===== src/lcd_pkg.sv =====
`default_nettype none

package lcd_pkg;

    localparam int VALUE_W        = 32;
    localparam int DEC_DIGITS     = 10;               // decimal digits of a 32-bit value
    localparam int BCD_W          = 4 * DEC_DIGITS;
    localparam int STEP_BITS      = 8;                // shift-add-3 steps per stage
    localparam int DD_STAGES      = VALUE_W / STEP_BITS;
    localparam int PAYLOAD_DEF    = 8;
    localparam int SUM_W          = 7;                // 9 digits of at most 9
    localparam int TDATA_IN_W     = 32;
    localparam int TUSER_IN_W     = 2;
    localparam int TDATA_OUT_W    = 32;
    localparam int TUSER_OUT_W    = 1;

    // reciprocal of ten, exact for every 32-bit dividend with a shift of 35
    localparam logic [31:0] RECIP10       = 32'hCCCC_CCCD;
    localparam int          RECIP10_SHIFT = 35;

    localparam logic [1:0] MODE_ADD    = 2'd0;
    localparam logic [1:0] MODE_VERIFY = 2'd1;
    localparam logic [1:0] MODE_STRIP  = 2'd2;

    localparam logic [VALUE_W-1:0] ALL_ONES = '1;

    typedef struct packed {
        logic [1:0]         mode;
        logic [VALUE_W-1:0] value;
        logic               last;
        logic [VALUE_W-1:0] bin;    // bits still to shift in, MSB first
        logic [BCD_W-1:0]   bcd;
    } t_dd_item;

    typedef struct packed {
        logic [VALUE_W-1:0] value;
        logic               ok;
        logic               last;
    } t_result;

    // doubled digit with its two decimal digits summed
    function automatic logic [3:0] luhn_dbl(input logic [3:0] d);
        logic [4:0] twice;
        twice = {d, 1'b0};
        if (d < 4'd5) begin
            luhn_dbl = twice[3:0];
        end else begin
            luhn_dbl = 4'(twice - 5'd9);
        end
    endfunction

endpackage

`default_nettype wire


===== src/lcd_bcd_stage.sv =====
`default_nettype none

// Eight shift-add-3 steps of the binary to BCD conversion, registered.
module lcd_bcd_stage (
    input  wire logic              i_clk,
    input  wire logic              i_rst_n,
    input  wire logic              i_valid,
    output logic                   o_ready,
    input  wire lcd_pkg::t_dd_item i_item,
    output logic                   o_valid,
    input  wire logic              i_ready,
    output lcd_pkg::t_dd_item      o_item
);

    logic              r_valid;
    lcd_pkg::t_dd_item r_item;
    lcd_pkg::t_dd_item n_item;

    assign o_ready = !r_valid || i_ready;
    assign o_valid = r_valid;
    assign o_item  = r_item;

    always_comb begin
        n_item = i_item;
        for (int s = 0; s < lcd_pkg::STEP_BITS; s++) begin
            for (int k = 0; k < lcd_pkg::DEC_DIGITS; k++) begin
                if (n_item.bcd[k*4 +: 4] >= 4'd5) begin
                    n_item.bcd[k*4 +: 4] = n_item.bcd[k*4 +: 4] + 4'd3;
                end
            end
            n_item.bcd = {n_item.bcd[lcd_pkg::BCD_W-2:0], n_item.bin[lcd_pkg::VALUE_W-1]};
            n_item.bin = {n_item.bin[lcd_pkg::VALUE_W-2:0], 1'b0};
        end
    end

    always_ff @(posedge i_clk) begin
        if (!i_rst_n) begin
            r_valid <= 1'b0;
        end else if (o_ready) begin
            r_valid <= i_valid;
        end
    end

    always_ff @(posedge i_clk) begin
        if (o_ready && i_valid) begin
            r_item <= n_item;
        end
    end

endmodule

`default_nettype wire


===== src/lcd_luhn_eval.sv =====
`default_nettype none

// Two stages: weighted digit sum, range flags and strip quotient; then the
// check digit and the mode decision into the output register.
module lcd_luhn_eval #(
    parameter int PAYLOAD_DIGITS = lcd_pkg::PAYLOAD_DEF
) (
    input  wire logic              i_clk,
    input  wire logic              i_rst_n,
    input  wire logic              i_valid,
    output logic                   o_ready,
    input  wire lcd_pkg::t_dd_item i_item,
    output logic                   o_valid,
    input  wire logic              i_ready,
    output lcd_pkg::t_result       o_result
);

    localparam int VW = lcd_pkg::VALUE_W;

    // stage A
    logic                     r_a_valid;
    logic [1:0]               r_a_mode;
    logic [VW-1:0]            r_a_value;
    logic                     r_a_last;
    logic [lcd_pkg::SUM_W-1:0] r_a_sum;
    logic [3:0]               r_a_chk_in;
    logic                     r_a_add_big;
    logic                     r_a_ver_big;
    logic [VW-1:0]            r_a_quot;

    logic [lcd_pkg::SUM_W-1:0] n_a_sum;
    logic                     n_a_add_big;
    logic                     n_a_ver_big;
    logic [2*VW-1:0]          a_prod;
    logic [3:0]               a_dg;

    // stage B
    logic                     r_b_valid;
    lcd_pkg::t_result         r_b_result;
    lcd_pkg::t_result         n_b_result;
    logic                     a_ready;
    logic                     b_ready;

    logic [14:0]              b_q_prod;
    logic [3:0]               b_q;
    logic [6:0]               b_rem;
    logic [3:0]               b_chk;
    logic [VW+3:0]            b_add_wide;
    logic                     b_match;

    assign b_ready  = !r_b_valid || i_ready;
    assign a_ready  = !r_a_valid || b_ready;
    assign o_ready  = a_ready;
    assign o_valid  = r_b_valid;
    assign o_result = r_b_result;

    always_comb begin
        n_a_sum     = '0;
        n_a_add_big = 1'b0;
        n_a_ver_big = 1'b0;
        a_dg        = '0;
        for (int i = 0; i < PAYLOAD_DIGITS; i++) begin
            // add works on the value itself, verify and strip on value / 10
            if (i_item.mode == lcd_pkg::MODE_ADD) begin
                a_dg = i_item.bcd[i*4 +: 4];
            end else begin
                a_dg = i_item.bcd[(i+1)*4 +: 4];
            end
            if ((i % 2) == 0) begin
                a_dg = lcd_pkg::luhn_dbl(a_dg);
            end
            n_a_sum = n_a_sum + lcd_pkg::SUM_W'(a_dg);
        end
        for (int k = 0; k < lcd_pkg::DEC_DIGITS; k++) begin
            if (k >= PAYLOAD_DIGITS && i_item.bcd[k*4 +: 4] != 4'd0) begin
                n_a_add_big = 1'b1;
            end
            if (k >= PAYLOAD_DIGITS + 1 && i_item.bcd[k*4 +: 4] != 4'd0) begin
                n_a_ver_big = 1'b1;
            end
        end
    end

    assign a_prod = (2*VW)'(i_item.value) * (2*VW)'(lcd_pkg::RECIP10);

    always_ff @(posedge i_clk) begin
        if (!i_rst_n) begin
            r_a_valid <= 1'b0;
        end else if (a_ready) begin
            r_a_valid <= i_valid;
        end
    end

    always_ff @(posedge i_clk) begin
        if (a_ready && i_valid) begin
            r_a_mode    <= i_item.mode;
            r_a_value   <= i_item.value;
            r_a_last    <= i_item.last;
            r_a_sum     <= n_a_sum;
            r_a_chk_in  <= i_item.bcd[3:0];
            r_a_add_big <= n_a_add_big;
            r_a_ver_big <= n_a_ver_big;
            r_a_quot    <= VW'(a_prod >> lcd_pkg::RECIP10_SHIFT);
        end
    end

    // sum mod 10 by reciprocal: exact for sums up to 81
    assign b_q_prod   = 15'(r_a_sum) * 15'd205;
    assign b_q        = b_q_prod[14:11];
    assign b_rem      = r_a_sum - 7'(b_q) * 7'd10;
    assign b_chk      = (b_rem == 7'd0) ? 4'd0 : 4'(7'd10 - b_rem);
    assign b_add_wide = {1'b0, r_a_value, 3'b000} + {3'b000, r_a_value, 1'b0}
                        + (VW+4)'(b_chk);
    assign b_match    = !r_a_ver_big && (b_chk == r_a_chk_in);

    always_comb begin
        n_b_result.value = lcd_pkg::ALL_ONES;
        n_b_result.ok    = 1'b0;
        n_b_result.last  = r_a_last;
        case (r_a_mode)
            lcd_pkg::MODE_ADD: begin
                if (!r_a_add_big && b_add_wide[VW+3:VW] == 4'd0) begin
                    n_b_result.value = b_add_wide[VW-1:0];
                    n_b_result.ok    = 1'b1;
                end
            end
            lcd_pkg::MODE_VERIFY: begin
                n_b_result.value = '0;
                n_b_result.ok    = b_match;
            end
            lcd_pkg::MODE_STRIP: begin
                n_b_result.ok = b_match;
                if (b_match) begin
                    n_b_result.value = r_a_quot;
                end
            end
            default: begin
                n_b_result.value = lcd_pkg::ALL_ONES;
            end
        endcase
    end

    always_ff @(posedge i_clk) begin
        if (!i_rst_n) begin
            r_b_valid <= 1'b0;
        end else if (b_ready) begin
            r_b_valid <= r_a_valid;
        end
    end

    always_ff @(posedge i_clk) begin
        if (b_ready && r_a_valid) begin
            r_b_result <= n_b_result;
        end
    end

endmodule

`default_nettype wire


===== src/luhn_check_digit_unit.sv =====
// Luhn mod-10 check digit unit. Each transfer carries a 32-bit value in
// tdata and a mode in tuser: add (0) appends the check digit of the
// PAYLOAD_DIGITS-digit payload, verify (1) checks a value whose last decimal
// digit is the check digit and returns result 0, strip (2) checks and returns
// the payload (value / 10). Errors (payload too large, mismatch, mode 3) give
// all ones with check_ok low; a failed verify gives 0. tlast passes through.
// One transfer is taken every clock cycle unless backpressure has filled the
// pipeline; each result passes through four binary-to-BCD stages of eight
// shift-add-3 steps each, one stage for the weighted digit sum, range test and
// strip quotient multiply, and the output register. Backpressure stalls the
// pipeline stage by stage; empty stages keep filling while the output is held.
`default_nettype none

module luhn_check_digit_unit #(
    parameter int PAYLOAD_DIGITS = lcd_pkg::PAYLOAD_DEF   // 1 to 9
) (
    input  wire logic                            i_clk,
    input  wire logic                            i_rst_n,
    input  wire logic                            s_axis_tvalid,
    output logic                                 s_axis_tready,
    input  wire logic [lcd_pkg::TDATA_IN_W-1:0]  s_axis_tdata,   // [31:0] value
    input  wire logic [lcd_pkg::TUSER_IN_W-1:0]  s_axis_tuser,   // [1:0] mode
    input  wire logic                            s_axis_tlast,   // batch_end
    output logic                                 m_axis_tvalid,
    input  wire logic                            m_axis_tready,
    output logic [lcd_pkg::TDATA_OUT_W-1:0]      m_axis_tdata,   // [31:0] result_value
    output logic [lcd_pkg::TUSER_OUT_W-1:0]      m_axis_tuser,   // [0] check_ok
    output logic                                 m_axis_tlast    // batch_last
);

    localparam int NS = lcd_pkg::DD_STAGES;

    // conversion chain: slot 0 is the input, slot NS feeds the evaluator
    logic              dd_valid [NS+1];
    logic              dd_ready [NS+1];
    lcd_pkg::t_dd_item dd_item  [NS+1];
    lcd_pkg::t_result  result;

    // start the conversion with an empty BCD field
    assign dd_valid[0]      = s_axis_tvalid;
    assign s_axis_tready    = dd_ready[0];
    assign dd_item[0].mode  = s_axis_tuser;
    assign dd_item[0].value = s_axis_tdata;
    assign dd_item[0].last  = s_axis_tlast;
    assign dd_item[0].bin   = s_axis_tdata;
    assign dd_item[0].bcd   = '0;

    for (genvar g = 0; g < NS; g++) begin : g_bcd
        lcd_bcd_stage u_stage (
            .i_clk   (i_clk),
            .i_rst_n (i_rst_n),
            .i_valid (dd_valid[g]),
            .o_ready (dd_ready[g]),
            .i_item  (dd_item[g]),
            .o_valid (dd_valid[g+1]),
            .i_ready (dd_ready[g+1]),
            .o_item  (dd_item[g+1])
        );
    end

    lcd_luhn_eval #(
        .PAYLOAD_DIGITS (PAYLOAD_DIGITS)
    ) u_eval (
        .i_clk    (i_clk),
        .i_rst_n  (i_rst_n),
        .i_valid  (dd_valid[NS]),
        .o_ready  (dd_ready[NS]),
        .i_item   (dd_item[NS]),
        .o_valid  (m_axis_tvalid),
        .i_ready  (m_axis_tready),
        .o_result (result)
    );

    assign m_axis_tdata = result.value;
    assign m_axis_tuser = result.ok;
    assign m_axis_tlast = result.last;

endmodule

`default_nettype wire


===== config.mk =====
export PLATFORM = sky130hd
export DESIGN_NAME = luhn_check_digit_unit
export DESIGN_NICKNAME = d
export VERILOG_FILES = /design/src/lcd_pkg.sv /design/src/lcd_bcd_stage.sv /design/src/lcd_luhn_eval.sv /design/src/luhn_check_digit_unit.sv
export SDC_FILE = /design/constraint.sdc
export NUM_CORES = 2
export LEC_CHECK = 0
export BUFFER_PORTS_ARGS = -buffer_cell sky130_fd_sc_hd__buf_2
export CAP_MARGIN = 10
export CELL_PAD_IN_SITES_DETAIL_PLACEMENT = 0
export CELL_PAD_IN_SITES_GLOBAL_PLACEMENT = 1
export CORE_MARGIN = 2
export CORE_UTILIZATION = 50
export CTS_CLUSTER_DIAMETER = 150
export CTS_CLUSTER_SIZE = 8
export DETAILED_ROUTE_END_ITERATION = 16
export GPL_TIMING_DRIVEN = 0
export MAX_ROUTING_LAYER = met4
export PLACE_DENSITY = 0.82
export SKIP_LAST_GASP = 1
export SLEW_MARGIN = 20
export SYNTH_ARGS = -nofsm -noshare
export SYNTH_HDL_FRONTEND = slang
export SYNTH_SLANG_ARGS = --single-unit

===== constraint.sdc =====
create_clock -name i_clk -period 20.5 [get_ports i_clk]
set_input_delay 1.025 -clock i_clk [delete_from_list [all_inputs] [get_ports i_clk]]
set_output_delay 1.025 -clock i_clk [all_outputs]
set_load 0.01 [all_outputs]

## Word-level counts from Yosys, hierarchy flattened

Cells that the tools add are included.

| storage, ports and cells | value |
|---|---|
| register bits | 453 |
| bits of input ports | 39 |

| cells by class | value |
|---|---|
| $add $sub $neg | 280 |
| multipliers | 3 |
| magnitude comparators | 269 |
| equal/unequal tests | 3 |
| muxes and demuxes | 284 |
| reduce and logical (&&, ||, !) cells | 29 |

Operators with widths:

| operator | count |
|---|---|
| >= comparator 4 x 3 -> 1 bit, second input constant | 255 |
| 2-to-1 mux 4 bit | 255 |
| adder 4 x 2 -> 4 bit, second input constant | 234 |
| case mux 32 bit (3 select lines) | 1 |
| 2-to-1 mux 3 bit | 22 |
| multiplier 32 x 32 -> 64 bit, second input constant | 1 |
| adder 3 x 2 -> 3 bit, second input constant | 21 |
| adder 7 x 4 -> 7 bit | 6 |
| adder 35 x 33 -> 36 bit | 1 |
| adder 36 x 4 -> 36 bit | 1 |
| 2-to-1 mux 33 bit | 1 |
| 2-to-1 mux 32 bit | 1 |
| adder 1 x 2 -> 3 bit, second input constant | 9 |
| >= comparator 1 x 3 -> 1 bit, second input constant | 9 |
| less-than comparator 4 x 3 -> 1 bit, second input constant | 4 |
| subtractor 4 bit, second input constant | 4 |
| multiplier 7 x 8 -> 15 bit, second input constant | 1 |
| logical AND 1 bit | 8 |
| logical NOT 1 bit | 8 |
| nonzero test 4 bit | 2 |
| logical NOT 7 bit | 1 |
| subtractor 7 bit | 1 |
| logical OR 1 bit | 6 |
| multiplier 4 x 3 -> 6 bit, second input constant | 1 |
| other kinds (12) | 15 |

## Depth between registers and ports, before layout

| depth | value |
|---|---|
| word-level depth | 16 |
| depth in mapped cells | 49 |

## Modules after synthesis

A second synthesis with hierarchy kept.

| second synthesis, totals | value |
|---|---|
| cells, all modules | 9680 |
| area total of the unflattened synthesis | 82096.2 um^2 |

Modules (own cells, without submodules):

| module | times used | cells an instance | area each (um^2) | sequential area each (um^2) |
|---|---|---|---|---|
| lcd_bcd_stage | 4 | 1826 | 14251.2 | 2992.9 |
| lcd_luhn_eval | 1 | 2375 | 25087.8 | 3373.2 |
| luhn_check_digit_unit | 1 | 1 | 3.8 | 0.0 |

## Worst setup path after synthesis

Ideal clock, no wire load.

| timing | value |
|---|---|
| kind | flip-flop to flip-flop |
| from | register u_eval.r_a_sum[4] (netlist bit) |
| to | register u_eval.r_b_result, in the netlist u_eval.o_result[2] (data pin) |
| setup time | 261 ps |
| arrival time | 9286 ps |
| slack | 10954 ps |
| stages on the path, launching flop included | 42 |
| path buffers | 1 |
| clock period less this slack | 9546 ps |
| path through | edfxtp_1 > ha_1 > ha_1 > fa_1 > inv_1 > fa_1 > inv_1 > ha_1 > a31o_2 > a21o_1 > a21o_1 > a21oi_1 > o21ai_0 > a31oi_1 > xnor2_1 > ha_1 > ha_1 > inv_1 > (+6 left out) > fa_1 > fa_1 > nor2b_1 > o21ai_0 > a21boi_0 > o21a_1 > o21ai_0 > a21oi_1 > o21ai_0 > a2111o_1 > a211oi_1 > o22a_1 > mux2i_1 > o211ai_1 > nor2_1 > clkbuf_1 > o21ai_0 > a221o_1 |

| between the ends | value |
|---|---|
| longest elaborated chain between the ends | 10 |
| elaborated cells on any way between the ends | 14 |
| classes of those cells | 3 x add/sub; 2 x mul; 1 x eq/ne; 4 x mux; 4 x reduce/logical |

Ends and longest elaborated chain:

| item | line | RTL |
|---|---|---|
| from (decl) | lcd_luhn_eval.sv:25 | `logic [lcd_pkg::SUM_W-1:0] r_a_sum;` |
| from (signal assigned) | lcd_luhn_eval.sv:99 | `r_a_sum <= n_a_sum;` |
| multiplier 7 x 8 -> 15 bit | lcd_luhn_eval.sv:108 | `assign b_q_prod = 15'(r_a_sum) * 15'd205;` |
| multiplier 4 x 3 -> 6 bit | lcd_luhn_eval.sv:110 | `assign b_rem = r_a_sum - 7'(b_q) * 7'd10;` |
| subtractor 7 bit * | lcd_luhn_eval.sv:110 |  |
| subtractor 4 bit or logical NOT 7 bit (tied branches) | lcd_luhn_eval.sv:111 | `assign b_chk = (b_rem == 7'd0) ? 4'd0 : 4'(7'd10 - b_rem);` |
| 2-to-1 mux 4 bit * | lcd_luhn_eval.sv:111 |  |
| adder 36 x 4 -> 36 bit | lcd_luhn_eval.sv:113 | `+ (VW+4)'(b_chk);` |
| logical NOT 4 bit | lcd_luhn_eval.sv:122 | `if (!r_a_add_big && b_add_wide[VW+3:VW] == 4'd0) begin` |
| logical AND 1 bit | lcd_luhn_eval.sv:122 |  |
| 2-to-1 mux 33 bit | lcd_luhn_eval.sv:122 |  |
| case mux 32 bit (3 select lines) * | lcd_luhn_eval.sv:120 | `case (r_a_mode)` |
| to (signal assigned) | lcd_luhn_eval.sv:153 | `r_b_result <= n_b_result;` |
| to (decl) | lcd_luhn_eval.sv:39 | `lcd_pkg::t_result r_b_result;` |

Every way passes the cells marked *; elsewhere a longest branch is shown, timed or not.
A chain may end at the register's enable or synchronous reset.

## Final worst setup path

Same ends and word-level chain as after synthesis.

==> qor.yml <==
critical_path:
  worstPathArrival_ns: 11.68
  r2r-start: "u_eval.r_a_sum[4]$_DFFE_PP_"
  path_max_fanout: 10
  max_stage_delay_ns: 0.58
  required_ns: 20.87
  critPathMostFrequentCell: "ha_1"
  end_kind: "flop"
  worstReg2RegEnd: "u_eval.o_result[2]$_SDFFCE_PN1P_"
  crit_slowest_cell: "a2111oi_0"
  r2r_cells: 42
  startpoint: "u_eval.r_a_sum[4]$_DFFE_PP_"
  critPathKind: "flop to flop"
  r2r_slack_ns: 9.19
  start_kind: "flop"
synthesis:
  ys.flop_type: "edfxtp_1"
  syn_area_mm2: 0.0511
  ys_seq_elements: 354
  syn_inst: 5128
  yosysSeqAreaShare: 0.207
  synth_cell_types: 128
  synth_edf_count: 348
  async_flop_share: 0
  syn_area_per_cell_um2: 9.96
  yosys_warnings: 0
  synth_fp_nets: 6398
run_status:
  status: "completed"
global_routing:
  grt_remaining_overflow: 0
  grt_use_total: 0.227
  grt_pass1_wl_mm: 184
  first_global_vias: 35800
  antenna_found_initial: 0
  grt_max_degree: 31
clock_network:
  clockBufferDepth: 3
  cts_setup_buffers: 0
  cts_tree: "done"
  clkTransAtPathRegs_ns: 0.06
  clk_latency_ns: 0.64
  hold_buffers: 0
  cts_inserted_buffers: 50
  htreeDepth: 2
  post_cts_resized: 0
  cts.sink_count: 354
  cts_root_buf: "clkbuf_16"
timing:
  fmaxAchievable_mhz: 88.4
  hold_viol: 0
  finalSetupViolations: 0
  slew_headroom: 0.300
  fin_crit_ns: 11.31
  worst_slack_ns: 9.19
  slew_violations: 0
  skew_ns: 0.0277
  worst_pin_slew_ns: 1.02
  grt_setup_unrepaired: "false"
  setup_tns_ns: 0
  fin_crit_sh: 0.552
route:
  drt_wl_total_mm: 113
  vias_per_cell: 5.37
  vias: 35700
  drc_errors: 0
  wl_per_cell_um: 16.9
  ant_nets: 0
  dr.pass1.iters: 5
  drtIter0Drc: 2090
floorplan:
  rows: 117
  ios: 75
  fp.dieH_um: 324
  die_x_um: 324
  coreArea_mm2: 0.102
  initial_core_util: 0.503
  dieArea_mm2: 0.105
layout:
  multiInputGateArea_mm2: 0.0367
  syn2layout_area_growth_pct: 7.60
  fill_cells: 9116
  final_common_cell: "inv_1"
  layout.cells.non_filler: 6652
  nNetsFinal: 6540
  seq_area_mm2: 0.0106
  layout_common_cells: "inv_1, ha_1, fa_1, edfxtp_1, nand2_1"
  drive_gt1_frac: 0.0865
placement:
  gp_congestion: 0.963
  place_inst: 6586
  dpl.hpwl_mm: 94.4
  io_buffers: 74
  place_worst_setup_slack_ns: 9.15
job:
  cap_violations: 0
hold_path:
  min_to: "g_bcd[2].u_stage.o_item[100]$_DFFE_PP_"
  hp-class: "flop to flop"
  min_from: "g_bcd[1].u_stage.o_item[100]$_DFFE_PP_"
  hold_path_depth: 0
==> logic make-up (layout without fill, tap and decap cells) <==
group	Yosys count	count (layout)	synth area share
mux	328	328	0.0720
compound gates	1004	1004	0.141
fa+ha+maj	1231	1231	0.367
simple gates	963	963	0.0977
xor+xnor	222	222	0.0390
flops	354	354	0.207
other cells	0	1	0
buf+inv	1026	1181	0.0758
==> final cells by class <==
| cell class | count | area share |
|---|---|---|
| clock buffers | 62 | 0.0236 |
| plain buffers | 28 | 0.00223 |
| clock inverters | 3 | 0.000865 |
| inverters | 998 | 0.0682 |
| multi-input cells | 3748 | 0.668 |
| diodes | 1 | 0.0000455 |
| well taps | 1368 | 0.0311 |
| flip-flops and latches | 354 | 0.192 |
| repair buffers | 90 | 0.0139 |
==> state kept, by name, summed over array words and instances, names as in the netlist, 2 cells and up <==
name,flops
g_bcd.u_stage.o_valid,4
u_eval.r_a_sum,7
u_eval.o_result,34
u_eval.r_a_chk_in,4
g_bcd.u_stage.o_item,238
u_eval.r_a_mode,2
u_eval.r_a_value,31
u_eval.r_a_quot,29
==> stage by stage <==
stage	cell area (µm²)	util	hold WS [ns]
finish	55000	0.541	0.410
global route	55000	0.541	0.418
CTS	55000	0.541	0.404
detailed placement	53600	0.528	0.405
global placement	53200	0.523	0.401
floorplan	51100	-	0.400
==> routing by layer <==
| layer | part of all wire | GRT usage | vias up |
|---|---|---|---|
| met5 | 0 | - | - |
| met1 | 0.46 | 0.299 | 17200 |
| met4 | 0.030 | 0.0614 | 0 |
| met3 | 0.042 | 0.0273 | 160 |
| li1 | - | - | 17900 |
| met2 | 0.46 | 0.370 | 550 |
==> how the worst max path moves through the flow <==
stage / end / slack (ns) / cells past startpoint
2_1_floorplan: u_eval.o_result[2]$_SDFFCE_PN1P_ / 10.95 / 41
3_3_place_gp: u_eval.o_result[2]$_SDFFCE_PN1P_ / 9.20 / 41
3_5_place_dp: u_eval.o_result[2]$_SDFFCE_PN1P_ / 9.15 / 41
4_1_cts: u_eval.o_result[2]$_SDFFCE_PN1P_ / 9.09 / 42
5_1_grt: u_eval.o_result[2]$_SDFFCE_PN1P_ / 8.43 / 42
6_report: u_eval.o_result[2]$_SDFFCE_PN1P_ / 9.19 / 42
==> worst max-delay path: cells and delay by family, from the launching register on <==
kind | cells | cell delay, ns
AO/OA/AOI/OAI | 21 | 4.95
flip-flops | 1 | 0.50
XOR/XNOR | 3 | 0.48
buffers and inverters | 5 | 0.70
AND/OR/NAND/NOR | 2 | 0.50
adder cells (fa/ha/maj) | 11 | 3.93
==> cells in the mapped netlist (12+ instances only) <==
| library cell | count | area [µm²] |
|---|---|---|
| a211o_1 | 25 | 219 |
| a211oi_1 | 36 | 270 |
| a21boi_0 | 24 | 180 |
| a21boi_1 | 15 | 113 |
| a21o_1 | 108 | 811 |
| a21oi_1 | 213 | 1070 |
| a21oi_2 | 18 | 158 |
| a221o_1 | 34 | 340 |
| a31o_2 | 12 | 105 |
| a31oi_1 | 21 | 131 |
| and2_1 | 26 | 163 |
| and3_1 | 26 | 163 |
| clkbuf_1 | 19 | 71.3 |
| edfxtp_1 | 348 | 10500 |
| fa_1 | 446 | 8930 |
| ha_1 | 785 | 9820 |
| inv_1 | 971 | 3640 |
| inv_2 | 26 | 97.6 |
| mux2_2 | 87 | 980 |
| mux2i_1 | 187 | 1870 |
| mux2i_2 | 25 | 344 |
| nand2_1 | 232 | 871 |
| nand2b_1 | 147 | 920 |
| nand3_1 | 43 | 215 |
| nand4_1 | 14 | 87.6 |
| nor2_1 | 206 | 773 |
| nor2b_1 | 84 | 526 |
| nor3_1 | 53 | 265 |
| nor3b_1 | 28 | 210 |
| o211a_1 | 12 | 120 |
| o211ai_1 | 32 | 240 |
| o21a_1 | 44 | 330 |
| o21ai_0 | 148 | 741 |
| o21ai_1 | 37 | 185 |
| o21bai_1 | 21 | 158 |
| o22ai_1 | 23 | 144 |
| o31ai_1 | 12 | 90.1 |
| or2_2 | 16 | 100 |
| or3_1 | 19 | 119 |
| xnor2_1 | 166 | 1450 |
| xor2_1 | 50 | 438 |
Power is not shown: default switching activity piles up to over one toggle a cycle in this logic, so the estimate is an artifact.
